==> src/sv/csd_pkg.sv <==
// Shared constants, types and helpers for the card shoe dealer.
package csd_pkg;

	localparam int MAX_CARDS = 512;
	localparam int IDX_W = $clog2(MAX_CARDS);
	localparam int CNT_W = $clog2(MAX_CARDS + 1);
	localparam int DECK_W = 10;
	localparam int RND_W = 31;
	localparam int CARD_W = 9;
	localparam int LEFT_W = 9;
	localparam int STEP_W = $clog2(RND_W);
	localparam logic [DECK_W-1:0] DECK_RESET = DECK_W'(52);

	typedef struct packed {
		logic             we;
		logic [IDX_W-1:0] addr;
		logic [IDX_W-1:0] data;
	} store_wr_t;

	function automatic logic [CNT_W-1:0] eff_size(input logic [DECK_W-1:0] n);
		logic [CNT_W-1:0] r;
		if (n < DECK_W'(2)) begin
			r = CNT_W'(2);
		end else if (32'(n) > 32'(MAX_CARDS)) begin
			r = CNT_W'(MAX_CARDS);
		end else begin
			r = CNT_W'(n);
		end
		return r;
	endfunction

endpackage

==> src/sv/csd_store.sv <==
// Card store: one write port and one registered read port.
module csd_store (
	input  logic                      clk,
	input  csd_pkg::store_wr_t        wr,
	input  logic [csd_pkg::IDX_W-1:0] rd_addr,
	output logic [csd_pkg::IDX_W-1:0] rd_data
);
	import csd_pkg::*;

	logic [IDX_W-1:0] mem [MAX_CARDS];

	always_ff @(posedge clk) begin
		if (wr.we) begin
			mem[wr.addr] <= wr.data;
		end
		rd_data <= mem[rd_addr];
	end
endmodule

==> config.mk <==
export PLATFORM = sky130hd
export DESIGN_NAME = csd_store
export DESIGN_NICKNAME = d
export VERILOG_FILES = /design/src/sv/csd_pkg.sv /design/src/sv/csd_store.sv
export SDC_FILE = /design/constraint.sdc
export NUM_CORES = 2
export LEC_CHECK = 0
export BUFFER_PORTS_ARGS = -buffer_cell sky130_fd_sc_hd__buf_2
export CORE_MARGIN = 2
export CORE_UTILIZATION = 59
export CTS_BUF_LIST = sky130_fd_sc_hd__clkbuf_16
export DETAILED_ROUTE_END_ITERATION = 8
export PLACE_DENSITY = 0.74
export SLEW_MARGIN = 20
export SYNTH_ARGS = -nofsm -noshare
export SYNTH_HDL_FRONTEND = slang
export SYNTH_MEMORY_MAX_BITS = 65536
export SYNTH_SLANG_ARGS = --single-unit
==> constraint.sdc <==
create_clock -name clk -period 4.9 [get_ports clk]
set_clock_uncertainty 0.1 [all_clocks]
set_input_delay 1.225 -clock clk [delete_from_list [all_inputs] [get_ports clk]]
set_output_delay 1.225 -clock clk [all_outputs]
set_load 0.01 [all_outputs]
==> results.md <==
| Group | Quantity | Value |
|---|---|---|
| floorplan | Initial Util | 59.3% |
| setup path | Peak fanout along the critical path | 42 |
| drt | Post-detailed-route wirelength per cell | 33.4 um |
| floorplan | IO Count | 38 |
| synthesis | Main combinational cell family by area after synthesis | multiplexers |
| synthesis | Mean Syn Cell Area | 20.2 um2 |
| final layout | Layout cell share with drive strength beyond 1 | 22.4% |
| clocking | Clock Path Buffers | 4 |
| sta | Setup violations, final | 0 |
| grt | Total grt overflow | 0 |
| placed design | Placer Congestion | 0.937 |
| clocking | Post-CTS Repair Setup Buffers | 0 |
| sta | Portion of the clock cycle consumed by the worst path in the final layout | 87.2% |
| sta | Least-Margin Pin Slew | 1.23 ns |
| synthesis | FF+latch count, synth | 4617 |
| synthesis | Post-Syn Area | 0.180 mm2 |
| power and ir drop | Switching component of the power | 17.2 mW |
| synthesis | Compound-cell area share of the yosys netlist | 4.30% |
| clocking | Count of clock tree sinks | 4617 |
| drt | Final antenna-violating net count | 0 |
| synthesis | Post-synthesis mux area share | 14.4% |
| status | Result of the run | finished clean |
| setup path | Required time reported for the critical path endpoint | 5.70 ns |
| synthesis | Adder-Cell Fraction of Synth Area | 0% |
| placed design | DP HPWL | 286000 um |
| setup path | Crit-path slowest cell | nand4_1 |
| drt | Via-per-instance ratio | 6.83 |
| final layout | Final non-filler cell total | 13900 |
| drt | Detailed Route WL | 466000 um |
| floorplan | Standard cell core area | 0.303 mm2 |
| final layout | Final-layout fill cell count | 18600 |
| drt | Total vias in the final route | 95200 |
| placed design | Dpl cells | 13100 |
| clocking | H-tree depth | 5 |
| clocking | Clock transition at the register clock pins on the worst setup and hold paths after CTS | 0.06 ns |
| setup path | Data arrival at the endpoint of the critical path | 5.08 ns |
| floorplan | Width of the chip | 556 um |
| power and ir drop | Pwr Total | 80.6 mW |
| clocking | Root buffer selected by CTS | clkbuf_16 |
| synthesis | Yosys warns | 0 |
| final layout | Growth of design area from synthesis to finish | 13.1% |
| final layout | # nets final | 9631 |
| grt | Antenna violations before repair | 30 |
| power and ir drop | Power per cell area | 397 mW/mm2 |
| sta | Fmax | 234 MHz |
| floorplan | Die area | 0.309 mm2 |
| synthesis | Count of distinct cell types in the synthesized netlist | 51 |
| grt | GRT Util Overall | 30.1% |
| setup path | Launching element type of the critical path | input pin |
| setup path | Category of the most critical setup path | input pin to flip-flop |
| sta | Headroom to the max-slew limit | 17.7% |
| synthesis | Register area share after synthesis | 77.1% |
| job | Max Cap Violations | 0 |
| synthesis | Area share of and/or/nand/nor cells after synthesis | 2.34% |
| power and ir drop | Proportion of power drawn by combinational gates | 5.1% |
| sta | Total count of hold-check failures in the final report | 0 |
| power and ir drop | Share of total power in sequential cells | 54.0% |
| power and ir drop | Switching portion of total power | 21.4% |
| synthesis | Number of flops mapped to enable cells by yosys | 4608 |
| clocking | Clock latency on the worst-skew pair | 1.00 ns |
| sta | Number of max-slew violations in the final report | 0 |
| clocking | Resize count post-CTS | 0 |
| synthesis | Ys async rst share | 0% |
| floorplan | Row count | 202 |
| drt | Number of DRC markers after the initial detailed-route iteration | 14200 |
| clocking | CTS tree | built |
| placed design | Count of input and output buffers | 37 |
| setup path | Most used cell, CP | buf_12 |
| power and ir drop | Share of total power in the clock network | 40.9% |
| power and ir drop | VDD IR max | 0.000429 V |
| grt | Pin count of the biggest net entering global routing | 145 |
| synthesis | Post-synthesis share of cell area spent on xor and xnor gates | 0% |
| power and ir drop | P_int | 63.4 mW |
| clocking | Total CTS buffers | 439 |
| drt | Residual DRC count | 0 |
| sta | Minimum clock period | 4.28 ns |
| drt | First-pass iteration count of the detailed router | 8 |
| clocking | Post-cts hold buffer count | 0 |
| synthesis | Gate count of the mapped netlist | 8888 |
| grt | Global-route wire length before repair | 669000 um |
| grt | Number of global-route vias before repair | 94400 |
| synthesis | Net Count, Synth | 8917 |
| power and ir drop | Leakage | 66.1 nW |
| setup path | Sequence of cells on the critical path | clkbuf_8 > nand2b_4 > buf_12 > buf_12 > buf_12 > o221ai_1 > a21oi_1 > o21ai_0 > nand4_1 > nand4_1 > buf_4 > and4bb_1 |
| floorplan | Die Height | 556 um |
| synthesis | Top flip-flop cell by instance count after synthesis | edfxtp_1 |
| sta | Setup repair after global routing missed its margin | no |
| hold path | Worst hold path type | input pin to flip-flop |
| setup path | Worst setup EP type | flip-flop |
| setup path | Stage delay of the slowest cell on the critical path | 0.67 ns |
| sta | Smallest hold slack | 0.607 ns |
-- worst paths after layout --
kind | from | to | slack, ns | cells after the start
max | rd_addr[2] | rd_data[2] | 0.62 | 12
min | wr[5] | mem[309][5] | 0.61 | 1
max reg2reg | mem[499][2] | rd_data[2] | 1.63 | 8
min reg2reg | mem[264][7] | rd_data[7] | 1.11 | 7
-- critical path, delay by kind of cell --
family | cells | cell delay, ns
AND/OR/NAND/NOR | 4 | 1.72
AO/OA/AOI/OAI | 3 | 1.04
buffers and inverters | 5 | 0.96
-- Yosys cell counts, types with 4 or more instances --
master / number / area share, %
a211oi_1: 15 / 0.063
a21oi_1: 217 / 0.60
a221o_1: 8 / 0.045
a22oi_1: 51 / 0.21
a31oi_1: 13 / 0.045
and2_1: 17 / 0.059
and3_1: 9 / 0.031
and4_1: 8 / 0.039
and4bb_1: 8 / 0.056
buf_1: 63 / 0.13
buf_12: 6 / 0.067
buf_2: 84 / 0.23
buf_4: 85 / 0.36
buf_6: 61 / 0.38
buf_8: 20 / 0.17
clkbuf_1: 243 / 0.51
dfxtp_1: 9 / 0.10
edfxtp_1: 4608 / 77
mux2_2: 17 / 0.11
mux2i_1: 879 / 4.9
mux4_2: 747 / 9.4
nand2_1: 125 / 0.26
nand2b_1: 4 / 0.014
nand3_1: 25 / 0.070
nand4_1: 66 / 0.23
nor2_1: 601 / 1.3
nor2b_1: 7 / 0.024
nor3_1: 46 / 0.13
nor3b_1: 5 / 0.021
nor4_1: 27 / 0.094
o21ai_0: 128 / 0.36
o21ai_1: 17 / 0.047
o221ai_1: 425 / 2.1
o221ai_2: 6 / 0.050
o22a_1: 8 / 0.039
o22ai_1: 192 / 0.67
o31ai_1: 19 / 0.079
-- cell usage in the layout, fill, tap and decap left out, types with 12 or more instances in the layout --
master and count:
o31ai_1 19, bufinv_16 41, a21oi_1 217, diode_2 19
o221ai_1 425, a31oi_1 13, a211oi_1 15, clkinv_2 56
mux2i_1 879, edfxtp_1 4608, buf_12 114, buf_2 24
o21ai_1 17, nor2_1 598, nand4_1 66, a22oi_1 51
inv_1 92, clkinvlp_4 17, mux4_2 747, clkbuf_16 443
nand3_1 21, o22ai_1 192, buf_4 685, mux2_2 17
clkinv_1 112, o21ai_0 128, nor4_1 27, nor3_1 44
nand2_4 12, and2_1 16, nand2_1 112
-- cell families after synthesis --
| logic type | count (synthesis) |
|---|---|
| flip-flops | 4617 |
| AO/OA/AOI/OAI | 1102 |
| AND/OR/NAND/NOR | 960 |
| multiplexers | 1643 |
| buffers and inverters | 566 |
-- state kept, by name, summed over array words and instances (netlist names) --
register  count
mem        4608
rd_data       9
-- per-layer routing --
metal | global-route usage [%] | vias up | wire length, um
met1 | 41.0 | 49100 | 167000
met5 | 0 | - | 175
met4 | 14.1 | 26 | 24700
li1 | - | 38600 | -
met2 | 47.0 | 6280 | 221000
met3 | 6.70 | 1170 | 53600
-- final cells by class --
type                    count  area (um2)  area share, %
flip-flops and latches   4617      139000           68.2
inverters                   4        22.5         0.0111
repair buffers            835        7720           3.80
well taps                3978        4980           2.45
diodes                     19        47.5         0.0234
multi-input cells        3705       37900           18.7
clock inverters           344        2870           1.41
clock buffers             443       11100           5.46
-- stage by stage --
stage | setup WS (ns) | TNS, ns | utilization (%) | instance area [um2]
CTS | 0.871 | 0 | 67.1 | 203000
detailed placement | -0.156 | -0.156 | 62.5 | 189000
global route | 0.641 | 0 | 67.1 | 203000
global placement | -0.173 | -0.173 | 62.5 | 189000
finish | 0.625 | 0 | 67.1 | 203000
floorplan | 1.54 | 0 | - | 180000
-- power by group through the flow --
stage / Clock [mW] / Combinational, mW / Sequential (mW)
2_1_floorplan: 0 / 2.09 / 44.4
3_3_place_gp: 0 / 3.97 / 44.4
3_5_place_dp: 0 / 4.06 / 44.4
4_1_cts: 33.2 / 4.08 / 43.5
5_1_grt: 34.6 / 4.28 / 43.5
6_report: 33.0 / 4.14 / 43.5
Power figures use the tool's default switching activity.
