===== src/sv/csd_pkg.sv =====
// Shared constants, types and helpers for the card shoe dealer.
package csd_pkg;

	localparam int MAX_CARDS = 512;
	localparam int IDX_W = $clog2(MAX_CARDS);
	localparam int CNT_W = $clog2(MAX_CARDS + 1);
	localparam int DECK_W = 10;
	localparam int RND_W = 31;
	localparam int CARD_W = 9;
	localparam int LEFT_W = 9;
	localparam int STEP_W = $clog2(RND_W);
	localparam logic [DECK_W-1:0] DECK_RESET = DECK_W'(52);

	typedef struct packed {
		logic             we;
		logic [IDX_W-1:0] addr;
		logic [IDX_W-1:0] data;
	} store_wr_t;

	function automatic logic [CNT_W-1:0] eff_size(input logic [DECK_W-1:0] n);
		logic [CNT_W-1:0] r;
		if (n < DECK_W'(2)) begin
			r = CNT_W'(2);
		end else if (32'(n) > 32'(MAX_CARDS)) begin
			r = CNT_W'(MAX_CARDS);
		end else begin
			r = CNT_W'(n);
		end
		return r;
	endfunction

endpackage


===== src/sv/csd_mod.sv =====
// Bit-serial remainder unit: reduces the random word modulo the cards left.
module csd_mod (
	input  logic                      clk,
	input  logic                      arst_n,
	input  logic                      start,
	input  logic [csd_pkg::RND_W-1:0] dividend,
	input  logic [csd_pkg::CNT_W-1:0] divisor,
	output logic                      done,
	output logic [csd_pkg::IDX_W-1:0] rem
);
	import csd_pkg::*;

	logic              run_q;
	logic [STEP_W-1:0] step_q;
	logic [RND_W-1:0]  dvd_q;
	logic [CNT_W-1:0]  dvs_q;
	logic [CNT_W-1:0]  rem_q;
	logic [CNT_W:0]    trial;
	logic [CNT_W-1:0]  rem_next;

	assign trial = {rem_q, dvd_q[RND_W-1]};

	always_comb begin
		if (trial >= {1'b0, dvs_q}) begin
			rem_next = CNT_W'(trial - {1'b0, dvs_q});
		end else begin
			rem_next = trial[CNT_W-1:0];
		end
	end

	always_ff @(posedge clk or negedge arst_n) begin
		if (!arst_n) begin
			run_q <= 1'b0;
			done <= 1'b0;
			step_q <= '0;
		end else begin
			done <= 1'b0;
			if (start) begin
				run_q <= 1'b1;
				step_q <= STEP_W'(RND_W - 1);
			end else if (run_q) begin
				step_q <= step_q - STEP_W'(1);
				if (step_q == '0) begin
					run_q <= 1'b0;
					done <= 1'b1;
				end
			end
		end
	end

	always_ff @(posedge clk) begin
		if (start) begin
			dvd_q <= dividend;
			dvs_q <= divisor;
			rem_q <= '0;
		end else if (run_q) begin
			dvd_q <= {dvd_q[RND_W-2:0], 1'b0};
			rem_q <= rem_next;
		end
	end

	assign rem = rem_q[IDX_W-1:0];

	a_done_idle: assert property (@(posedge clk) disable iff (!arst_n)
		done |-> !run_q)
		else $error("remainder unit still running when done");
	a_start_runs: assert property (@(posedge clk) disable iff (!arst_n)
		start |=> run_q)
		else $error("remainder unit did not start");
	a_rem_range: assert property (@(posedge clk) disable iff (!arst_n)
		done |-> rem_q < dvs_q)
		else $error("remainder not below the divisor");
endmodule


===== config.mk =====
export PLATFORM = sky130hd
export DESIGN_NAME = csd_mod
export DESIGN_NICKNAME = d
export VERILOG_FILES = /design/src/sv/csd_pkg.sv /design/src/sv/csd_mod.sv
export SDC_FILE = /design/constraint.sdc
export NUM_CORES = 1
export LEC_CHECK = 0
export ABC_CLOCK_PERIOD_IN_PS = 2250
export BUFFER_PORTS_ARGS = -buffer_cell sky130_fd_sc_hd__buf_2
export CORE_UTILIZATION = 58
export CTS_BUF_LIST = sky130_fd_sc_hd__clkbuf_4
export DETAILED_ROUTE_END_ITERATION = 10
export PLACE_DENSITY = 0.83
export SLEW_MARGIN = 20
export SYNTH_ARGS = -nofsm -noshare
export SYNTH_HDL_FRONTEND = slang
export SYNTH_SLANG_ARGS = --single-unit
export TNS_END_PERCENT = 100

===== constraint.sdc =====
create_clock -name clk -period 2.25 [get_ports clk]
set_input_delay 0.3375 -clock clk [delete_from_list [all_inputs] [get_ports clk]]
set_output_delay 0.3375 -clock clk [all_outputs]
set_load 0.03 [all_outputs]

==> results.ini, run 1 <==
[routing]
vias = 1991
firstDrtPassIters = 4
wl_per_cell_um = 14.6
postRouteAntennaNets = 0
drc = 0
wl_um = 5430
via_per_inst = 5.34
drtIter0Drc = 254

[finish]
drive_gt1_frac = 0.392
finalCoreUtilization = 0.717
final_cell_count_no_fill = 373
area_growth_pct = 16.6
antenna_cells = 0
n_fill_cell = 329
finalNetCount = 359

[hold_path]
whs_path_depth = 1
hp-start = divisor[8]
hp-class = input port to register

[setup_path]
crit_start = dvd_q[30]
ff2ff_setup_slack_ns = 0.13
critPathCaptureType = register
required_ns = 2.53
worstPathCellList = inv_1 -> ha_1 -> inv_1 -> fa_2 -> a211oi_4 -> o211ai_1 -> a31oi_1 -> xor2_1 -> a31oi_1
worst_ep_arrival_time_ns = 2.40
worstSetupPathType = register to register
cp_num_buf_inv = 2
critPathTopFamily = compound AO/OA/AOI/OAI gates
crit_path_max_incr_delay_ns = 0.40
reg2regPathDepth = 9
cp-start-kind = register
crit_fanout = 3
cp.depth = 9
worstReg2RegStart = dvd_q[30]
crit_path_top_delay_cell = edfxtp_1

[job]
drv_cap = 0

[power]
power.internal_mw = 2.17
power_density_nw_per_um2 = 954
ir_drop_mv = 0.549
comb_power_share = 0.364
p_sw_mw = 1.15
power_leakage_nw = 1.50
pwr-share-seq = 0.420
clkPwrFrac = 0.216
netSwitchingFraction = 0.346

[timing]
hold_viol = 0
finalSetupTns_ns = 0
maxSlewHeadroom = 0.760
tightestPinTransition_ns = 0.356
finalSetupViolCount = 0
finClkSkew_ns = 0.0175
final-max-slew-violation-count = 0
post-route-period-util = 0.942
clock.fmax_mhz = 472
finalCriticalPeriod_ns = 2.12

[cts]
clk_pin_slew_worst_paths_ns = 0.10
htree_levels = 3
clkSinkCount = 58
clk_path_buf_depth = 2
cts-root-buf = clkbuf_4
clk_latency_ns = 0.39
cts_tree = done
cts_made_buffers = 9

[synthesis]
ys_async_sr_fraction = 0.121
synth_flop_cell = edfxtp_1
yosys.area.top_type_share = 0.413
synth_edf_count = 41
synth-warning-count = 0
synth_area_leaders = edfxtp_1, mux2_2, dfxtp_1, dfrtp_1, ha_1
avgSynthCellArea_um2 = 12.2
ys_ff_latch = 58
synthCells = 244
yosysMostFrequentCell = edfxtp_1
synth_nets = 301
synth_area_um2 = 2980
synth_common_cells = edfxtp_1, mux2_2, nor2_1
yosysTopAreaCell = edfxtp_1
yosysSeqAreaShare = 0.538
yosys.cell_types.count = 48

[floorplanning]
core_um2 = 4850
dieArea_um2 = 5440
die_h_um = 73.7
die_w_um = 73.7
io_pins = 54
start_util = 0.615
rows = 25

[outcome]
status = finished clean

[global_route]
grt_max_degree = 40
grt_pass1_vias = 1986
grt_pass1_wl_um = 8790
grt_usage = 0.226
grt_antenna_before_repair = 0
grt_overflow = 0

[placed_design]
dpl.cell_count = 356
io_buffers = 53
dpl.hpwl_um = 3750
gp_congestion = 0.943

[per-layer routing]
layer | up-vias | GRT usage | share of wire
li1 | 987 | - | -
met4 | 0 | 0.115 | 0.021
met3 | 10 | 0.0590 | 0.080
met1 | 910 | 0.309 | 0.46
met2 | 84 | 0.330 | 0.44
met5 | - | 0 | 0
[layout by cell type, fill, tap and decap left out, types with 2 or more instances in the layout]
cell,instances
ha_1,12
o211ai_1,3
xor2_1,7
mux2_2,30
inv_1,17
a21oi_1,8
clkinv_2,2
nor3_1,2
dfxtp_1,10
nand2_1,15
xnor2_1,4
edfxtp_1,41
buf_12,2
nand2b_1,7
a211oi_4,3
o31ai_1,3
o21ai_0,4
clkbuf_4,11
a31oi_1,5
buf_4,11
buf_2,53
nor2_1,19
o21a_1,2
dfrtp_1,7
nor3b_1,3
[worst register-to-register path: cells and delay by family, from the launching register on]
kind,cells,cell delay [ns]
AO/OA/AOI/OAI,4,0.74
flip-flops,1,0.40
XOR/XNOR,1,0.17
adder cells (fa/ha/maj),2,0.54
buffers and inverters,2,0.16
[power by group through the flow]
stage | logic (mW) | registers [mW] | clock network (mW)
floorplan | 0.935 | 1.39 | 0
global placement | 1.12 | 1.41 | 0
detailed placement | 1.14 | 1.41 | 0
CTS | 1.16 | 1.39 | 0.730
global route | 1.32 | 1.41 | 0.775
finish | 1.21 | 1.39 | 0.716
[registers in the layout (all words and copies together) (netlist names)]
signal	cells
run_q	1
step_q	5
done	1
dvd_q	31
rem_q	10
dvs_q	10
[stage by stage]
stage / instance area, um2 / setup WS, ns / hold slack, ns / total power, mW
floorplan: 2980 / 0.286 / 0.0419 / 2.33
global placement: 3310 / 0.113 / 0.177 / 2.52
detailed placement: 3310 / 0.0539 / 0.177 / 2.55
CTS: 3450 / 0.0327 / 0.104 / 3.27
global route: 3480 / -0.0112 / 0.0872 / 3.50
finish: 3480 / 0.131 / 0.120 / 3.32
[kinds of logic after synthesis]
family                     after synthesis  synth area share
muxes                                   30             0.113
AOI/OAI and AO/OA                       38            0.0977
xor gates and xnor gates                11            0.0323
adders and majority gates               13            0.0570
and+or+nand+nor                         57            0.0943
DFF                                     58             0.538
buffers and inverters                   37            0.0671
[path summary, 6_finish.rpt]
check / end
max in group asynchronous: step_q[4]
worst max register to register: rem_q[8]
worst max-delay path: rem_q[8]
min in group asynchronous: step_q[0]
worst min register to register: step_q[4]
worst min-delay path: dvs_q[8]
[layout make-up]
cell class | instances | area, um2 | area share
clock buffers | 11 | 82.6 | 0.0237
clock inverters | 4 | 43.8 | 0.0126
inverters | 17 | 63.8 | 0.0183
multi-input cells | 149 | 1200 | 0.345
flip-flops and latches | 58 | 1610 | 0.462
well taps | 67 | 83.8 | 0.0241
repair buffers | 67 | 398 | 0.114
[repair_timing]
item | in CTS | in global routing
pin swaps | 0 | 5
hold endpoints to repair | 7 | 0
hold buffers | 1 | 0
setup endpoints to repair | 2 | 10
setup buffers | 0 | 1
gates resized for setup | 1 | 3
(Power assumes the default switching activity.)
==> inputs of run 2 (changes only) <==
--- a/config.mk
+++ b/config.mk
@@ -5,12 +5,12 @@
 export SDC_FILE = /design/constraint.sdc
 export NUM_CORES = 1
 export LEC_CHECK = 0
-export ABC_CLOCK_PERIOD_IN_PS = 2250
+export ABC_CLOCK_PERIOD_IN_PS = 1900
 export BUFFER_PORTS_ARGS = -buffer_cell sky130_fd_sc_hd__buf_2
-export CORE_UTILIZATION = 58
+export CORE_UTILIZATION = 52
 export CTS_BUF_LIST = sky130_fd_sc_hd__clkbuf_4
 export DETAILED_ROUTE_END_ITERATION = 10
-export PLACE_DENSITY = 0.83
+export PLACE_DENSITY = 0.78
 export SLEW_MARGIN = 20
 export SYNTH_ARGS = -nofsm -noshare
 export SYNTH_HDL_FRONTEND = slang
==> constraint.sdc (replaced) <==
create_clock -name clk -period 1.9 [get_ports clk]
set_input_delay 0.285 -clock clk [delete_from_list [all_inputs] [get_ports clk]]
set_output_delay 0.285 -clock clk [all_outputs]
set_load 0.03 [all_outputs]
==> run 2 against run 1 <==
Compared with the run above: total power increased by 41%; sequential cell count unchanged; final area is 14% higher; via count up 11%; critical endpoint is now rem_q[1]; critical path type unchanged; clock-buffer cell count is 1 lower; die area increased by 11%; utilization grew 0.24 points; the flow now finishes with violations (setup timing); hold slack got worse by 0.070 ns; wire length increased by 22%; global-route usage decreased by 0.58 points; register-to-register slack got worse by 0.23 ns.
==> results.ini, run 2 (synthesis gave the netlist of run 1 again) <==
[finish]
area_growth_pct = 32.8
layout_commonest_cell = buf_2
antenna_cells = 0  ; unchanged
largestRegisters = dvd_q: 31 flops, dvs_q: 10 flops, rem_q: 10 flops
largest_reg_flops = 31  ; unchanged
finalNetCount = 386  ; +7.5%
largest_register = dvd_q
drive_gt1_frac = 0.542  ; +0.150
finalInstanceArea_um2 = 3960  ; +14%
final_cell_mix = buf_2, edfxtp_1, buf_4
finalCoreUtilization = 0.720  ; +0.00242
final_cell_count_no_fill = 406  ; +8.8%

[timing]
clock.fmax_mhz = 499  ; +5.8%
final-max-slew-violation-count = 0  ; unchanged
finalSetupViolCount = 9  ; +9
post-route-period-util = 1.05  ; +0.112
tightestPinTransition_ns = 0.452  ; +0.0958 ns
finClkSkew_ns = 0.0173  ; -0.000215 ns
maxSlewHeadroom = 0.697  ; -0.0624
setup_ws_ns = -0.103  ; -0.234 ns
hold_viol = 0  ; unchanged
rsz0062_at_grt = yes
finalCriticalPeriod_ns = 2.00  ; -0.116 ns
finalSetupTns_ns = -0.520  ; -0.520 ns

[global_route]
grtUsageMet1 = 0.279  ; -0.0302
grt_usage = 0.220  ; -0.00578
grt_max_degree = 32  ; -20%
grt_pass1_vias = 2119  ; +6.7%
grt_use_met3 = 0.0506  ; -0.00840
grt_overflow = 0  ; unchanged
grt-busiest-layer = met2
grt_util_met2 = 0.342  ; +0.0122
grt_antenna_before_repair = 0  ; unchanged
grt_pass1_wl_um = 9870  ; +12%

[power]
p_total_mw = 4.67  ; +41%
pwr-share-seq = 0.358  ; -0.062
comb_power_share = 0.456  ; +0.092
netSwitchingFraction = 0.360  ; +0.0142
clkPwrFrac = 0.186  ; -0.030
power_density_nw_per_um2 = 1180  ; +24%
power.internal_mw = 2.99  ; +38%
power_leakage_nw = 1.68  ; +12%
ir_drop_mv = 0.828  ; +51%
p_sw_mw = 1.68  ; +47%

[setup_path]
r2r-end = rem_q[1]
required_ns = 2.20  ; -0.33 ns
cp-start-kind = register
worst_ep_arrival_time_ns = 2.31  ; -0.09 ns
crit_fanout = 8  ; +5
ff2ff_setup_slack_ns = -0.10  ; -0.23 ns
worstSetupPathType = register to register
worstReg2RegStart = dvs_q[0]
reg2regPathDepth = 7  ; -2
critPathCaptureType = register

[floorplanning]
io_pins = 54  ; unchanged
dieArea_um2 = 6050  ; +11%
rows = 27  ; +8.0%
die_w_um = 77.8  ; +5.5%
die_h_um = 77.8  ; +5.5%
core_um2 = 5510  ; +14%
start_util = 0.542  ; -0.0736

[hold_path]
whs_path_depth = 1  ; unchanged
min_to = dvs_q[0]
hp-start = divisor[0]
hp-class = input port to register

[routing]
postRouteAntennaNets = 0  ; unchanged
vias = 2204  ; +11%
drtIter0Drc = 205  ; -19%
drc = 0  ; unchanged
via_per_inst = 5.43  ; +1.7%
firstDrtPassIters = 5  ; +1
wl_per_cell_um = 16.3  ; +12%
wl_um = 6620  ; +22%

[outcome]
status = complete, but fails checks
violations = setup timing

[cts]
htree_levels = 3  ; unchanged
cts_made_buffers = 9  ; unchanged
clk_latency_ns = 0.41  ; +0.02 ns
clkSinkCount = 58  ; unchanged
cts_tree = done
cts-root-buf = clkbuf_4
clk_pin_slew_worst_paths_ns = 0.10  ; about the same
clk_path_buf_depth = 2  ; unchanged

[placed_design]
gp_congestion = 0.806  ; -15%
io_buffers = 53  ; unchanged
dpl.cell_count = 379  ; +6.5%
dpl.hpwl_um = 4090  ; +9.1%
post_dp_cell_area_um2 = 3450  ; +4.1%

[job]
drv_cap = 0  ; unchanged

## run 2: final cells by class
| type | instances | area [um2] |
|---|---|---|
| flip-flops and latches | 58 | 1610 |
| fillers | 376 | 1540 |
| multi-input cells | 149 | 1470 |
| repair buffers | 94 | 599 |
| well taps | 72 | 90.1 |
| clock buffers | 10 | 75.1 |
| inverters | 17 | 63.8 |
| clock inverters | 6 | 57.6 |
## run 2: worst max path at each step
| stage | endpoint | start | cells past startpoint | slack, ns |
|---|---|---|---|---|
| finish | rem_q[1] | dvs_q[0] | 7 | -0.10 |
| global route | rem_q[8] | dvd_q[30] | 9 | -0.17 |
| CTS | rem_q[1] | dvs_q[0] | 7 | -0.09 |
| detailed placement | rem_q[8] | dvd_q[30] | 9 | -0.14 |
| global placement | rem_q[3] | dvs_q[4] | 8 | -0.12 |
| floorplan | rem_q[8] | dvd_q[30] | 9 | 0.02 |
## run 2: routing by layer
layer	wire (um)	vias to the layer above	share of wire
met3	398	20	0.060
li1	-	1049	-
met2	3180	88	0.48
met5	0	-	0
met4	225	0	0.034
met1	2820	1047	0.43
## run 2: worst max-delay path: stages, from the launching register on
cell and delay (ns):
edfxtp_1 0.43, ha_4 0.19, nand2b_4 0.16, a211oi_4 0.26
o211ai_1 0.17, buf_4 0.20, and2_4 0.20, o311a_1 0.29
## run 2: power by group through the flow
stage	logic, mW	registers [mW]	clock network [mW]
2_1_floorplan	1.12	1.65	0
3_3_place_gp	1.53	1.66	0
3_5_place_dp	1.55	1.66	0
4_1_cts	1.78	1.65	0.872
5_1_grt	2.26	1.69	0.932
6_report	2.13	1.67	0.868
## run 2: stage by stage
stage               hold slack (ns)  setup slack [ns]
floorplan                   -0.0106            0.0217
global placement              0.121            -0.122
detailed placement            0.123            -0.138
CTS                          0.0320           -0.0861
global route                 0.0347            -0.174
finish                       0.0504            -0.103
## run 2: repair_timing
action	4_1_cts	5_1_grt
hold buffers	1	0
setup buffers	5	5
gates cloned	0	0
setup endpoints to repair	10	10
hold endpoints to repair	7	0
pin swaps	14	11
resized for setup	20	29
